$ cat src/rtl/text_console_writer_macros.svh
`ifndef TEXT_CONSOLE_WRITER_MACROS_SVH
`define TEXT_CONSOLE_WRITER_MACROS_SVH

// same-cycle implication, disabled while reset is asserted
`define TCW_ASSERT_NOW(label, clk, rstn, ante, cons, msg) \
    label: assert property (@(posedge clk) disable iff (!(rstn)) (ante) |-> (cons)) \
        else $error(msg);

// next-cycle implication, disabled while reset is asserted
`define TCW_ASSERT_NEXT(label, clk, rstn, ante, cons, msg) \
    label: assert property (@(posedge clk) disable iff (!(rstn)) (ante) |=> (cons)) \
        else $error(msg);

`endif

$ cat src/rtl/tcw_pkg.sv
`timescale 1ns / 1ps

package tcw_pkg;

    localparam int COLUMNS = 90;
    localparam int ROWS    = 30;
    localparam int CELLS   = ROWS * COLUMNS;

    localparam int ROW_W  = $clog2(ROWS);
    localparam int COL_W  = $clog2(COLUMNS);
    localparam int ADDR_W = $clog2(CELLS);

    localparam int OP_W        = 3;
    localparam int CHAR_W      = 8;
    localparam int ROW_FIELD_W = 5;
    localparam int COL_FIELD_W = 7;
    localparam int ENTRY_W     = 16;
    localparam int COLOR_W     = 4;

    localparam logic [COLOR_W-1:0] COLOR_RESET  = 4'd7;
    localparam logic [ENTRY_W-1:0] BLANK_ENTRY  = 16'h0720;
    localparam logic [CHAR_W-1:0]  NEWLINE_CODE = 8'h0A;

    localparam int QUEUE_DEPTH = 2;
    localparam int QPTR_W      = $clog2(QUEUE_DEPTH);
    localparam int QCNT_W      = $clog2(QUEUE_DEPTH + 1);

    typedef enum logic [OP_W-1:0] {
        OP_PUT_CHAR   = 3'd0,
        OP_BACKSPACE  = 3'd1,
        OP_CLEAR      = 3'd2,
        OP_SET_CURSOR = 3'd3,
        OP_READ_CELL  = 3'd4
    } op_t;

    typedef enum logic [2:0] {
        K_NOP,
        K_PUT,
        K_NEWLINE,
        K_BACKSPACE,
        K_CLEAR,
        K_SET,
        K_READ
    } kind_t;

    typedef enum logic [2:0] {
        ST_INIT,
        ST_IDLE,
        ST_RUN,
        ST_READ_WAIT,
        ST_SCROLL,
        ST_SCROLL_END,
        ST_CLEAR,
        ST_DONE
    } state_t;

    typedef struct packed {
        kind_t             kind;
        logic [CHAR_W-1:0] char_code;
        logic [ROW_W-1:0]  row;
        logic [COL_W-1:0]  col;
        logic              in_range;
    } cmd_t;

    typedef struct packed {
        logic full;
        logic empty;
    } queue_status_t;

    function automatic logic [ADDR_W-1:0] cell_addr(input logic [ROW_W-1:0] row,
                                                    input logic [COL_W-1:0] col);
        cell_addr = ADDR_W'(32'(row) * COLUMNS + 32'(col));
    endfunction

endpackage

$ cat src/rtl/tcw_front.sv
`timescale 1ns / 1ps

module tcw_front import tcw_pkg::*; (
    input  logic                   s_valid,
    output logic                   s_ready,
    input  logic [OP_W-1:0]        s_operation,
    input  logic [CHAR_W-1:0]      s_char_code,
    input  logic [ROW_FIELD_W-1:0] s_target_row,
    input  logic [COL_FIELD_W-1:0] s_target_column,
    input  logic                   init_busy,
    input  queue_status_t          q_status,
    output logic                   push,
    output cmd_t                   push_cmd
);

    logic row_ok;
    logic col_ok;

    assign s_ready = !q_status.full && !init_busy;
    assign push    = s_valid && s_ready;

    assign row_ok = 32'(s_target_row) < ROWS;
    assign col_ok = 32'(s_target_column) < COLUMNS;

    always_comb begin
        push_cmd.char_code = s_char_code;
        push_cmd.in_range  = row_ok && col_ok;
        // saturate to the last row and column
        push_cmd.row = row_ok ? ROW_W'(s_target_row) : ROW_W'(ROWS - 1);
        push_cmd.col = col_ok ? COL_W'(s_target_column) : COL_W'(COLUMNS - 1);
        unique case (s_operation)
            OP_PUT_CHAR:   push_cmd.kind = (s_char_code == NEWLINE_CODE) ? K_NEWLINE : K_PUT;
            OP_BACKSPACE:  push_cmd.kind = K_BACKSPACE;
            OP_CLEAR:      push_cmd.kind = K_CLEAR;
            OP_SET_CURSOR: push_cmd.kind = K_SET;
            OP_READ_CELL:  push_cmd.kind = K_READ;
            default:       push_cmd.kind = K_NOP;
        endcase
    end

endmodule

$ cat config.mk
export PLATFORM = sky130hd
export DESIGN_NAME = tcw_front
export DESIGN_NICKNAME = d
export VERILOG_FILES = /design/src/rtl/text_console_writer_macros.svh /design/src/rtl/tcw_pkg.sv /design/src/rtl/tcw_front.sv
export SDC_FILE = /design/constraint.sdc
export NUM_CORES = 1
export LEC_CHECK = 0
export ABC_AREA = 1
export BUFFER_PORTS_ARGS = -buffer_cell sky130_fd_sc_hd__buf_2
export CORE_AREA = 5 5 42 44
export DETAILED_ROUTE_END_ITERATION = 7
export DIE_AREA = 0 0 47 49
export GPL_ROUTABILITY_DRIVEN = 0
export GPL_TIMING_DRIVEN = 1
export PLACE_DENSITY = 0.7
export SETUP_SLACK_MARGIN = 0.1
export SYNTH_ARGS = -nofsm -noshare
export SYNTH_HDL_FRONTEND = slang
export SYNTH_SLANG_ARGS = --single-unit
$ cat constraint.sdc
create_clock -name vclk -period 0.8
set_clock_uncertainty 0.1 [all_clocks]
set_input_delay 0 -clock vclk [all_inputs]
set_output_delay 0 -clock vclk [all_outputs]
set_load 0.005 [all_outputs]
==> impl_metrics.env <==
export IMPL_syn_inst=65
export IMPL_synth_area_leaders="buf_4 (19%), inv_1 (18%), nand2_1 (17%)"
export IMPL_status="completed"
export IMPL_muxShareOfSynthArea_pct=0
export IMPL_synth_top_family_by_area="simple AND/OR/NAND/NOR gates"
export IMPL_critPathKind="in -> out"
export IMPL_synth_area_um2=309
export IMPL_syn_area_per_cell_um2=4.75
export IMPL_nClkBuffers=0
export IMPL_place_ws_ns=0.0774
export IMPL_start_kind="input port"
export IMPL_start_util_pct=22.1
export IMPL_hold_buffers=0
export IMPL_drtIter0Drc=1
export IMPL_dpl_hpwl_um=982
export IMPL_ys_warn_count=0
export IMPL_drive_gt1_share_pct=75.7
export IMPL_ys_types=15
export IMPL_leakage_uw=0.000406
export IMPL_min_to="push_cmd[13]"
export IMPL_finalSetupViolations=0
export IMPL_synth_compound_area_share_pct=4.05
export IMPL_crit_required_ns=0.70
export IMPL_setup_tns_ns=0
export IMPL_yosysSeqAreaShare_pct=0
export IMPL_hold_viol_final=0
export IMPL_arrival_ns=0.58
export IMPL_hp_class="in -> out"
export IMPL_core_area_um2=1400
export IMPL_worstHoldStart="s_char_code[0]"
export IMPL_io_pin_count=53
export IMPL_powerDensity_nw_per_um2=490
export IMPL_max_freq_mhz=1470
export IMPL_synth_most_common_cell="inv_1"
export IMPL_min_path_cells=2
export IMPL_maxCapViolCount=0
export IMPL_synth_xor_area_share_pct=0
export IMPL_fp_dieH_um=49
export IMPL_vdd_drop_max_mv=0.196
export IMPL_max_stage_delay_ns=0.12
export IMPL_grt_overflow_total=0
export IMPL_via_count=521
export IMPL_dieArea_um2=2300
export IMPL_synth_top_area_share_pct=19.4
export IMPL_grt_max_degree=5
export IMPL_die_w_um=47
export IMPL_row_count=14
export IMPL_critPathMaxFanout=2
export IMPL_netlist_top_cells_count="inv_1 (15), nand2_1 (14), nor2_1 (12), buf_4 (8), clkbuf_1 (4)"
export IMPL_diodes=0
export IMPL_yosysTopAreaCell="buf_4"
export IMPL_cp_cell_sequence="buf_2 -> inv_2 -> nand2_2 -> nor2_2 -> nand2_1 -> nand2_1 -> nand2_1 -> buf_2"
export IMPL_drt_total_wl_mm=1.24
export IMPL_fin_crit_sh_pct=85.1
export IMPL_synthesis_nets=92
export IMPL_wl_per_cell_um=10.1
export IMPL_rsz0062_at_grt="yes"
export IMPL_setup_slack_ns=0.119
export IMPL_path_common_cell="nand2_1"
export IMPL_critPathSlowestCell="nor2_2"
export IMPL_grt_total_usage_pct=8.98
export IMPL_fin_nets=136
export IMPL_antenna_found_initial=0
export IMPL_dpl_instance_area_um2=514
export IMPL_syn2layout_area_growth_pct=121
export IMPL_first_pass_iters=4
export IMPL_maxSlewViolCount=0
export IMPL_crit_family="simple AND/OR/NAND/NOR gates"
export IMPL_design_area_um2=682
export IMPL_worst_slew_pin_slew_ns=0.181
export IMPL_vias_per_cell=4.24
export IMPL_nFlopsAndLatches=0
export IMPL_utilization_pct=48.7
export IMPL_grt_pass1_wl_mm=1.69
export IMPL_synthAdderAreaFrac_pct=0
export IMPL_layout_min_cycle_time_ns=0.681
export IMPL_path_buf_inv=3
export IMPL_end_kind="primary output"
export IMPL_grt_pass1_vias=514
export IMPL_io_buffers=52
export IMPL_ant_nets=0
export IMPL_relSlewSlack_pct=87.9
export IMPL_synth_simple_area_share_pct=52.2
export IMPL_drc=0
export IMPL_seqCellArea_um2=0
-- routing by layer --
| layer | vias to the layer above | part of all wire (%) | track usage, % |
|---|---|---|---|
| li1 | 260 | - | - |
| met1 | 230 | 26 | 6.74 |
| met2 | 31 | 61 | 21.3 |
| met3 | 0 | 13 | 0.738 |
| met4 | 0 | 0 | 0.461 |
| met5 | - | 0 | 0 |
-- stage by stage --
stage,std cells,hold slack (ns),total power (uW)
finish,123,0.0608,334
global route,123,0.0746,367
CTS,121,0.0645,271
detailed placement,121,0.0832,243
global placement,121,0.0823,236
floorplan,65,-0.0731,122
-- worst max path at each step --
stage,endpoint,start,cells past startpoint
2_1_floorplan,push_cmd[22],s_operation[1],5
3_3_place_gp,push_cmd[22],s_operation[1],7
3_5_place_dp,push_cmd[22],s_operation[1],7
4_1_cts,push_cmd[8],s_target_row[4],5
5_1_grt,push_cmd[21],s_char_code[6],8
6_report,push_cmd[21],s_char_code[6],8
-- layout by cell type (no fill, tap or decap) --
cell,count
buf_2,39
nand2_1,7
or2_4,1
nand3_4,1
inv_4,2
nor3b_1,1
buf_4,2
nand2_4,1
nor2_1,6
nand2_2,7
buf_8,1
inv_1,6
nand3b_1,3
a21oi_1,1
o21bai_1,1
nand3_1,1
buf_6,12
inv_2,8
nor2_4,3
nor2_2,4
-- report_power, final --
part	internal, uW	total [uW]	leakage (uW)	switching [uW]
clock network	0	0	0	0
logic	190	334	0.000406	144
registers	0	0	0	0
-- what timing repair did --
item                                    CTS  global route
gates resized for setup                  16            28
pin swaps                                13            18
buffers inserted                          0             2
endpoints found under the setup margin    7             7
-- layout make-up --
cell class	instances	area [um^2]
Inverter	16	65.1
Timing Repair Buffer	54	360
Multi-Input combinational cell	37	236
Tap cell	16	20.0
Fill cell	158	719
-- logic make-up after synthesis --
logic type,Yosys count
compound gates,2
buf+inv,28
simple gates,35
(Power assumes the default switching activity.)
