--- config.mk ---
export PLATFORM = sky130hd
export DESIGN_NAME = tcw_queue
export DESIGN_NICKNAME = d
export VERILOG_FILES = /design/src/rtl/text_console_writer_macros.svh /design/src/rtl/tcw_pkg.sv /design/src/rtl/tcw_queue.sv
export SDC_FILE = /design/constraint.sdc
export NUM_CORES = 1
export LEC_CHECK = 0
export BUFFER_PORTS_ARGS = -buffer_cell sky130_fd_sc_hd__buf_4
export CORE_MARGIN = 4
export CORE_UTILIZATION = 51
export CTS_CLUSTER_SIZE = 16
export DETAILED_ROUTE_END_ITERATION = 12
export GPL_TIMING_DRIVEN = 0
export HOLD_SLACK_MARGIN = 0.02
export MAX_ROUTING_LAYER = met4
export PLACE_DENSITY = 0.79
export SLEW_MARGIN = 20
export SYNTH_ARGS = -nofsm -noshare
export SYNTH_HDL_FRONTEND = slang
export SYNTH_SLANG_ARGS = --single-unit
export TNS_END_PERCENT = 10
--- constraint.sdc ---
create_clock -name aclk -period 2.1 [get_ports aclk]
set_input_delay 0.315 -clock aclk [delete_from_list [all_inputs] [get_ports aclk]]
set_output_delay 0.315 -clock aclk [all_outputs]
set_load 0.005 [all_outputs]
--- src/rtl/text_console_writer_macros.svh ---
`ifndef TEXT_CONSOLE_WRITER_MACROS_SVH
`define TEXT_CONSOLE_WRITER_MACROS_SVH

// same-cycle implication, disabled while reset is asserted
`define TCW_ASSERT_NOW(label, clk, rstn, ante, cons, msg) \
    label: assert property (@(posedge clk) disable iff (!(rstn)) (ante) |-> (cons)) \
        else $error(msg);

// next-cycle implication, disabled while reset is asserted
`define TCW_ASSERT_NEXT(label, clk, rstn, ante, cons, msg) \
    label: assert property (@(posedge clk) disable iff (!(rstn)) (ante) |=> (cons)) \
        else $error(msg);

`endif

--- src/rtl/tcw_pkg.sv ---
`timescale 1ns / 1ps

package tcw_pkg;

    localparam int COLUMNS = 90;
    localparam int ROWS    = 30;
    localparam int CELLS   = ROWS * COLUMNS;

    localparam int ROW_W  = $clog2(ROWS);
    localparam int COL_W  = $clog2(COLUMNS);
    localparam int ADDR_W = $clog2(CELLS);

    localparam int OP_W        = 3;
    localparam int CHAR_W      = 8;
    localparam int ROW_FIELD_W = 5;
    localparam int COL_FIELD_W = 7;
    localparam int ENTRY_W     = 16;
    localparam int COLOR_W     = 4;

    localparam logic [COLOR_W-1:0] COLOR_RESET  = 4'd7;
    localparam logic [ENTRY_W-1:0] BLANK_ENTRY  = 16'h0720;
    localparam logic [CHAR_W-1:0]  NEWLINE_CODE = 8'h0A;

    localparam int QUEUE_DEPTH = 2;
    localparam int QPTR_W      = $clog2(QUEUE_DEPTH);
    localparam int QCNT_W      = $clog2(QUEUE_DEPTH + 1);

    typedef enum logic [OP_W-1:0] {
        OP_PUT_CHAR   = 3'd0,
        OP_BACKSPACE  = 3'd1,
        OP_CLEAR      = 3'd2,
        OP_SET_CURSOR = 3'd3,
        OP_READ_CELL  = 3'd4
    } op_t;

    typedef enum logic [2:0] {
        K_NOP,
        K_PUT,
        K_NEWLINE,
        K_BACKSPACE,
        K_CLEAR,
        K_SET,
        K_READ
    } kind_t;

    typedef enum logic [2:0] {
        ST_INIT,
        ST_IDLE,
        ST_RUN,
        ST_READ_WAIT,
        ST_SCROLL,
        ST_SCROLL_END,
        ST_CLEAR,
        ST_DONE
    } state_t;

    typedef struct packed {
        kind_t             kind;
        logic [CHAR_W-1:0] char_code;
        logic [ROW_W-1:0]  row;
        logic [COL_W-1:0]  col;
        logic              in_range;
    } cmd_t;

    typedef struct packed {
        logic full;
        logic empty;
    } queue_status_t;

    function automatic logic [ADDR_W-1:0] cell_addr(input logic [ROW_W-1:0] row,
                                                    input logic [COL_W-1:0] col);
        cell_addr = ADDR_W'(32'(row) * COLUMNS + 32'(col));
    endfunction

endpackage

--- src/rtl/tcw_queue.sv ---
`timescale 1ns / 1ps

module tcw_queue import tcw_pkg::*; (
    input  logic          aclk,
    input  logic          aresetn,
    input  logic          push,
    input  cmd_t          push_cmd,
    input  logic          pop,
    output cmd_t          head,
    output queue_status_t status
);

    cmd_t              entry_reg [QUEUE_DEPTH];
    logic [QPTR_W-1:0] wr_ptr_reg;
    logic [QPTR_W-1:0] wr_ptr_next;
    logic [QPTR_W-1:0] rd_ptr_reg;
    logic [QPTR_W-1:0] rd_ptr_next;
    logic [QCNT_W-1:0] count_reg;
    logic [QCNT_W-1:0] count_next;

    function automatic logic [QPTR_W-1:0] ptr_inc(input logic [QPTR_W-1:0] p);
        ptr_inc = (p == QPTR_W'(QUEUE_DEPTH - 1)) ? '0 : p + QPTR_W'(1);
    endfunction

    always_comb begin
        wr_ptr_next = push ? ptr_inc(wr_ptr_reg) : wr_ptr_reg;
        rd_ptr_next = pop ? ptr_inc(rd_ptr_reg) : rd_ptr_reg;
        count_next  = count_reg + QCNT_W'(push) - QCNT_W'(pop);
    end

    always_ff @(posedge aclk) begin
        if (!aresetn) begin
            wr_ptr_reg <= '0;
            rd_ptr_reg <= '0;
            count_reg  <= '0;
        end else begin
            wr_ptr_reg <= wr_ptr_next;
            rd_ptr_reg <= rd_ptr_next;
            count_reg  <= count_next;
        end
    end

    always_ff @(posedge aclk) begin
        if (push) begin
            entry_reg[wr_ptr_reg] <= push_cmd;
        end
    end

    assign head         = entry_reg[rd_ptr_reg];
    assign status.full  = (count_reg == QCNT_W'(QUEUE_DEPTH));
    assign status.empty = (count_reg == '0);

endmodule

==> results of run 1 <==
[logic make-up (layout without fill, tap and decap cells)]
group / after synthesis / after routing / synth area share
AO/OA/AOI/OAI: 1 / 1 / 0.00364
XOR/XNOR: 2 / 2 / 0.0152
adder cells (fa/ha/maj): 2 / 2 / 0.0121
buffers and inverters: 5 / 66 / 0.0285
flip-flops: 53 / 53 / 0.747
multiplexers: 24 / 24 / 0.167
AND/OR/NAND/NOR: 9 / 9 / 0.0261
[cell usage in the layout, fill, tap and decap left out]
cell type  instances
and2_1             3
and2_2             1
buf_12             2
buf_4             53
buf_6              1
clkbuf_8           5
clkinv_1           2
clkinv_2           1
dfxtp_1            5
edfxtp_1          48
ha_1               2
inv_1              2
mux2_2             4
mux2_4            20
nor2_1             1
nor2b_1            3
nor2b_4            1
o21a_1             1
xnor3_1            1
xor2_1             1
[layer usage]
metal	vias to the layer above	track usage
li1	479	-
met1	474	0.130
met2	26	0.235
met3	2	0.0435
met4	0	0.0438
met5	-	-
[worst max-delay path by stage]
stage                            end       start  cells after the start
floorplan            entry_reg[0][0]        push                      1
global placement    entry_reg[0][10]        push                      2
detailed placement  entry_reg[1][10]        push                      2
CTS                  entry_reg[1][9]  wr_ptr_reg                      1
global route                head[12]    register                      4
finish                       head[8]    register                      4
[through the flow]
step	hold slack [ns]	TNS, ns	utilization	worst slack (ns)	cell area [µm²]
final	0.206	0	0.692	0.440	2610
after global placement	0.499	-8.79	0.669	-0.356	2520
after floorplan	0.414	0	-	0.239	2060
after global routing	0.181	0	0.692	0.367	2610
after CTS	0.190	0	0.692	0.391	2610
after detailed placement	0.503	0	0.671	0.386	2530
[power breakdown]
group	leakage, nW	switching [W]	internal (W)
combinational	0.517	0.000118	0.000222
clock	0.0430	0.000280	0.000224
sequential	0.492	0.0000211	0.00122
[cell type report]
| class | count | area, µm² | share of cell area |
|---|---|---|---|
| multi-input combinational | 38 | 472 | 0.181 |
| clock inverter | 3 | 12.5 | 0.00479 |
| inverter | 2 | 7.51 | 0.00287 |
| buffer | 3 | 51.3 | 0.0196 |
| clock buffer | 5 | 68.8 | 0.0264 |
| tap | 48 | 60.1 | 0.0230 |
| timing repair buffer | 53 | 398 | 0.152 |
| sequential | 53 | 1540 | 0.590 |
==> impl_metrics.ini, run 1 <==
[route]
dr_wl_met2_um = 1690
routed_wl_um = 3000
dr.pass1.iters = 4
wl_per_cell_um = 14.6
dr_wl_met3_um = 145
vias = 981
drtAntennaViolNets = 0
wl_met1_um = 1160
vias_per_cell = 4.79
drtIter0Drc = 54
route.detailed.drc = 0
routed.top_layer = met4

[synth]
synth-main-ff-cell = edfxtp_1
async_flop_share = 0
syn_area_um2 = 2060
synthTopCellsByArea = edfxtp_1 (70%), mux2_4 (15%), dfxtp_1 (4.9%)
post-synth-top-count-cell = edfxtp_1
yosysUniqueCellTypes = 14
synth_top_area_cell = edfxtp_1
synth_edf_count = 48
syn_area_per_cell_um2 = 21.5
syn_nets = 126
ys_seq_area_frac = 0.747
synth_top_area_share = 0.699
ys_warn_count = 0
synth_top_cells_by_count = edfxtp_1 (48), mux2_4 (20), dfxtp_1 (5)
ys_ff_latch = 53
syn_inst = 96

[die]
die_width_um = 71.6
pin_count = 54
start_util = 0.547
rows = 22
core-area_um2 = 3770
dieArea_um2 = 5130
die_h_um = 71.6

[grt]
grt.total_usage = 0.130
antenna_found_initial = 0
grt_pass1_vias = 1040
globalRoute.totalOverflow = 0
grt_max_degree = 26
grt_pass1_wl_um = 4810

[critical_path]
critPathCaptureType = output pin
required_ns = 1.78
reg2regPathDepth = 1
critPathSlowestCell = dfxtp_1
reg2reg_from = wr_ptr_reg
path_delay_family = buffers and inverters
crit_chain = buf_6 > buf_12 > mux2_4 > buf_4
critPathArrivalTime_ns = 1.35
reg2reg_setup_slack_ns = 0.80
crit_fanout = 10
crit_path_start_kind = register
critical_path_buf_inv_count = 3
regToRegEndpoint = entry_reg[1][9]
critPathMaxStageDelay_ns = 0.33
path_class = reg2out

[timing]
setup-violations-final = 0
fin_crit_sh = 0.791
timing.fmax_mhz = 602
worst_pin_slew_ns = 0.706
relSlewSlack = 0.528
finalCriticalPeriod_ns = 1.66
clock-skew-final_ns = 0.00282
hold_viol = 0
drv_slew = 0
rsz0062_at_grt = no

[place]
dp.cells = 197
dp_hpwl_um = 2210
gp_congestion = 0.635
numPortBuffers = 53

[power_and_ir_drop]
power_w = 0.00208
power_density_nw_per_um2 = 797
irDropWorstVdd_mv = 0.560
p_leak_nw = 1.05

[clock_tree]
clk_latency_ns = 0.29
cts_tree = yes
clockBufferDepth = 2
clock_sinks = 53
cts-resized-gates = 0
holdBufCountCts = 0
cts_setup_buffers = 0
clk_pin_slew_ns = 0.08
cts_root_buf = clkbuf_8
cts_buffers = 5
htree_levels = 2

[min_path]
hp-class = in2reg
hold_start = push_cmd[13]
min_delay_path_depth = 1
hold_end = entry_reg[1][13]

[cells_and_area]
fillers = 251
area_delta_synth_final_pct = 26.6
largest_reg_flops = 48
finalNetCount = 186
drive_above_1_share = 0.561
diodes = 0
stdcell_count = 205

[job]
maxCapViolations = 0

[outcome]
outcome = finished, final reports clean
No activity file was read; power rests on OpenSTA's default activity.
==> run 2, diff against run 1 <==
--- a/config.mk
+++ b/config.mk
@@ -7,13 +7,13 @@
 export LEC_CHECK = 0
 export BUFFER_PORTS_ARGS = -buffer_cell sky130_fd_sc_hd__buf_4
 export CORE_MARGIN = 4
-export CORE_UTILIZATION = 51
+export CORE_UTILIZATION = 46
 export CTS_CLUSTER_SIZE = 16
 export DETAILED_ROUTE_END_ITERATION = 12
 export GPL_TIMING_DRIVEN = 0
 export HOLD_SLACK_MARGIN = 0.02
 export MAX_ROUTING_LAYER = met4
-export PLACE_DENSITY = 0.79
+export PLACE_DENSITY = 0.76
 export SLEW_MARGIN = 20
 export SYNTH_ARGS = -nofsm -noshare
 export SYNTH_HDL_FRONTEND = slang
==> constraint.sdc (replaced) <==
create_clock -name aclk -period 1.5 [get_ports aclk]
set_input_delay 0.225 -clock aclk [delete_from_list [all_inputs] [get_ports aclk]]
set_output_delay 0.225 -clock aclk [all_outputs]
set_load 0.005 [all_outputs]
==> run 2 against run 1 <==
The run now ends with negative setup slack left. Combinational power grew 53%. Critical path depth unchanged. Clock skew is 0.0062 ns higher.
==> impl_metrics.ini, run 2 (synthesized netlist as in run 1, its figures left out) <==
[clock_tree]
clk_pin_slew_ns = 0.09
holdBufCountCts = 0
clock_sinks = 53
cts_root_buf = clkbuf_8
cts_setup_buffers = 0
clockBufferDepth = 2
cts_buffers = 5
cts_tree = yes
htree_levels = 2
clk_latency_ns = 0.29

[cells_and_area]
finalNetCount = 186
stdcell_count = 209
layout_commonest_cell = edfxtp_1
drive_above_1_share = 0.573
largest_reg_flops = 48
final_cell_mix = edfxtp_1 (48), buf_4 (33), buf_6 (21), mux2_4 (20), clkbuf_8 (5)
fillers = 321
diodes = 0
area_delta_synth_final_pct = 30.7
final_area_um2 = 2700

[route]
drtAntennaViolNets = 0
wl_per_cell_um = 15.5
dr.pass1.iters = 4
route.detailed.drc = 0
drtIter0Drc = 48
vias_per_cell = 4.82
vias = 1007
routed_wl_um = 3240

[grt]
grt_pass1_wl_um = 4910
antenna_found_initial = 0
globalRoute.totalOverflow = 0
grt_max_degree = 26
grt.total_usage = 0.124
grt_pass1_vias = 1075

[die]
pin_count = 54
die_h_um = 75.0
die_width_um = 75.0
core-area_um2 = 4350
start_util = 0.474
dieArea_um2 = 5620
rows = 24

[critical_path]
crit_path_start_kind = register
crit_fanout = 10
critPathCaptureType = output pin
critPathSlowestCell = dfxtp_2
critPathArrivalTime_ns = 1.32
path_delay_family = buffers and inverters
path_class = reg2out
critical_path_buf_inv_count = 3
required_ns = 1.27
critPathMostFrequentCell = buf_6
crit_chain = buf_6 > buf_12 > mux2_4 > buf_6
critPathMaxStageDelay_ns = 0.33

[timing]
rsz0062_at_grt = yes
hold_viol = 0
drv_slew = 0
relSlewSlack = 0.524
fin_crit_sh = 1.03
worst_pin_slew_ns = 0.713
fin_setup_tns_ns = -0.802
clock-skew-final_ns = 0.00904
setup-violations-final = 20
timing.fmax_mhz = 647
layout_setup_ws_ns = -0.0447
finalCriticalPeriod_ns = 1.54

[place]
placed_cell_area_um2 = 2530
dp.cells = 201
dp_hpwl_um = 2320
gp_congestion = 0.624
numPortBuffers = 53

[outcome]
failed_checks = negative setup slack
outcome = finished with violations

[power_and_ir_drop]
power_w = 0.00300
irDropWorstVdd_mv = 0.824
power_density_nw_per_um2 = 1110
p_leak_nw = 1.08

[job]
maxCapViolations = 0

[min_path]
hp-class = in2reg
[run 2: cell count changes in the layout (fill, tap and decap cells not counted)]
cell and change:
buf_4 -20, buf_6 +20, clkinv_1 -1, clkinv_4 +1, dfxtp_1 -1, dfxtp_2 +1
[run 2: power by group]
part / internal (W) / total [W] / switching [W]
Combinational: 0.000343 / 0.000520 / 0.000178
Clock: 0.000323 / 0.000751 / 0.000427
Sequential: 0.00170 / 0.00173 / 0.0000292
[run 2: worst paths after layout]
check / from / end / slack, ns / cells past startpoint
worst max-delay path: register / head[3] / -0.04 / 4
worst min-delay path: push_cmd[19] / entry_reg[0][19] / 0.11 / 1
worst max register to register: wr_ptr_reg / entry_reg[1][0] / 0.19 / 1
worst min register to register: rd_ptr_reg / register / 0.59 / 2
[run 2: routing by layer]
layer | GRT usage | routed length [µm] | vias to the layer above
met2 | 0.212 | 1760 | 33
met3 | 0.0360 | 212 | 4
met4 | 0.0415 | 30 | 0
met1 | 0.137 | 1230 | 489
met5 | - | 0 | -
li1 | - | - | 481
[run 2: cell type report]
cell class / count / area, µm² / area share
plain buffers: 3 / 51.3 / 0.0190
clock buffers: 5 / 68.8 / 0.0255
clock inverters: 3 / 17.5 / 0.00649
inverters: 2 / 7.51 / 0.00278
multi-input cells: 38 / 472 / 0.175
flip-flops and latches: 53 / 1540 / 0.572
well taps: 52 / 65.1 / 0.0241
repair buffers: 53 / 473 / 0.175
[run 2: timing repair]
action	in CTS	in global routing
pin swaps	0	0
resized for setup	22	0
endpoints found under the setup margin	44	21
[run 2: through the flow]
stage	worst slack (ns)	utilization	hold WS [ns]
2_1_floorplan	0.121	-	0.324
3_3_place_gp	-0.249	0.581	0.411
3_5_place_dp	-0.205	0.582	0.415
4_1_cts	-0.0712	0.620	0.103
5_1_grt	-0.104	0.620	0.0906
6_report	-0.0447	0.620	0.109
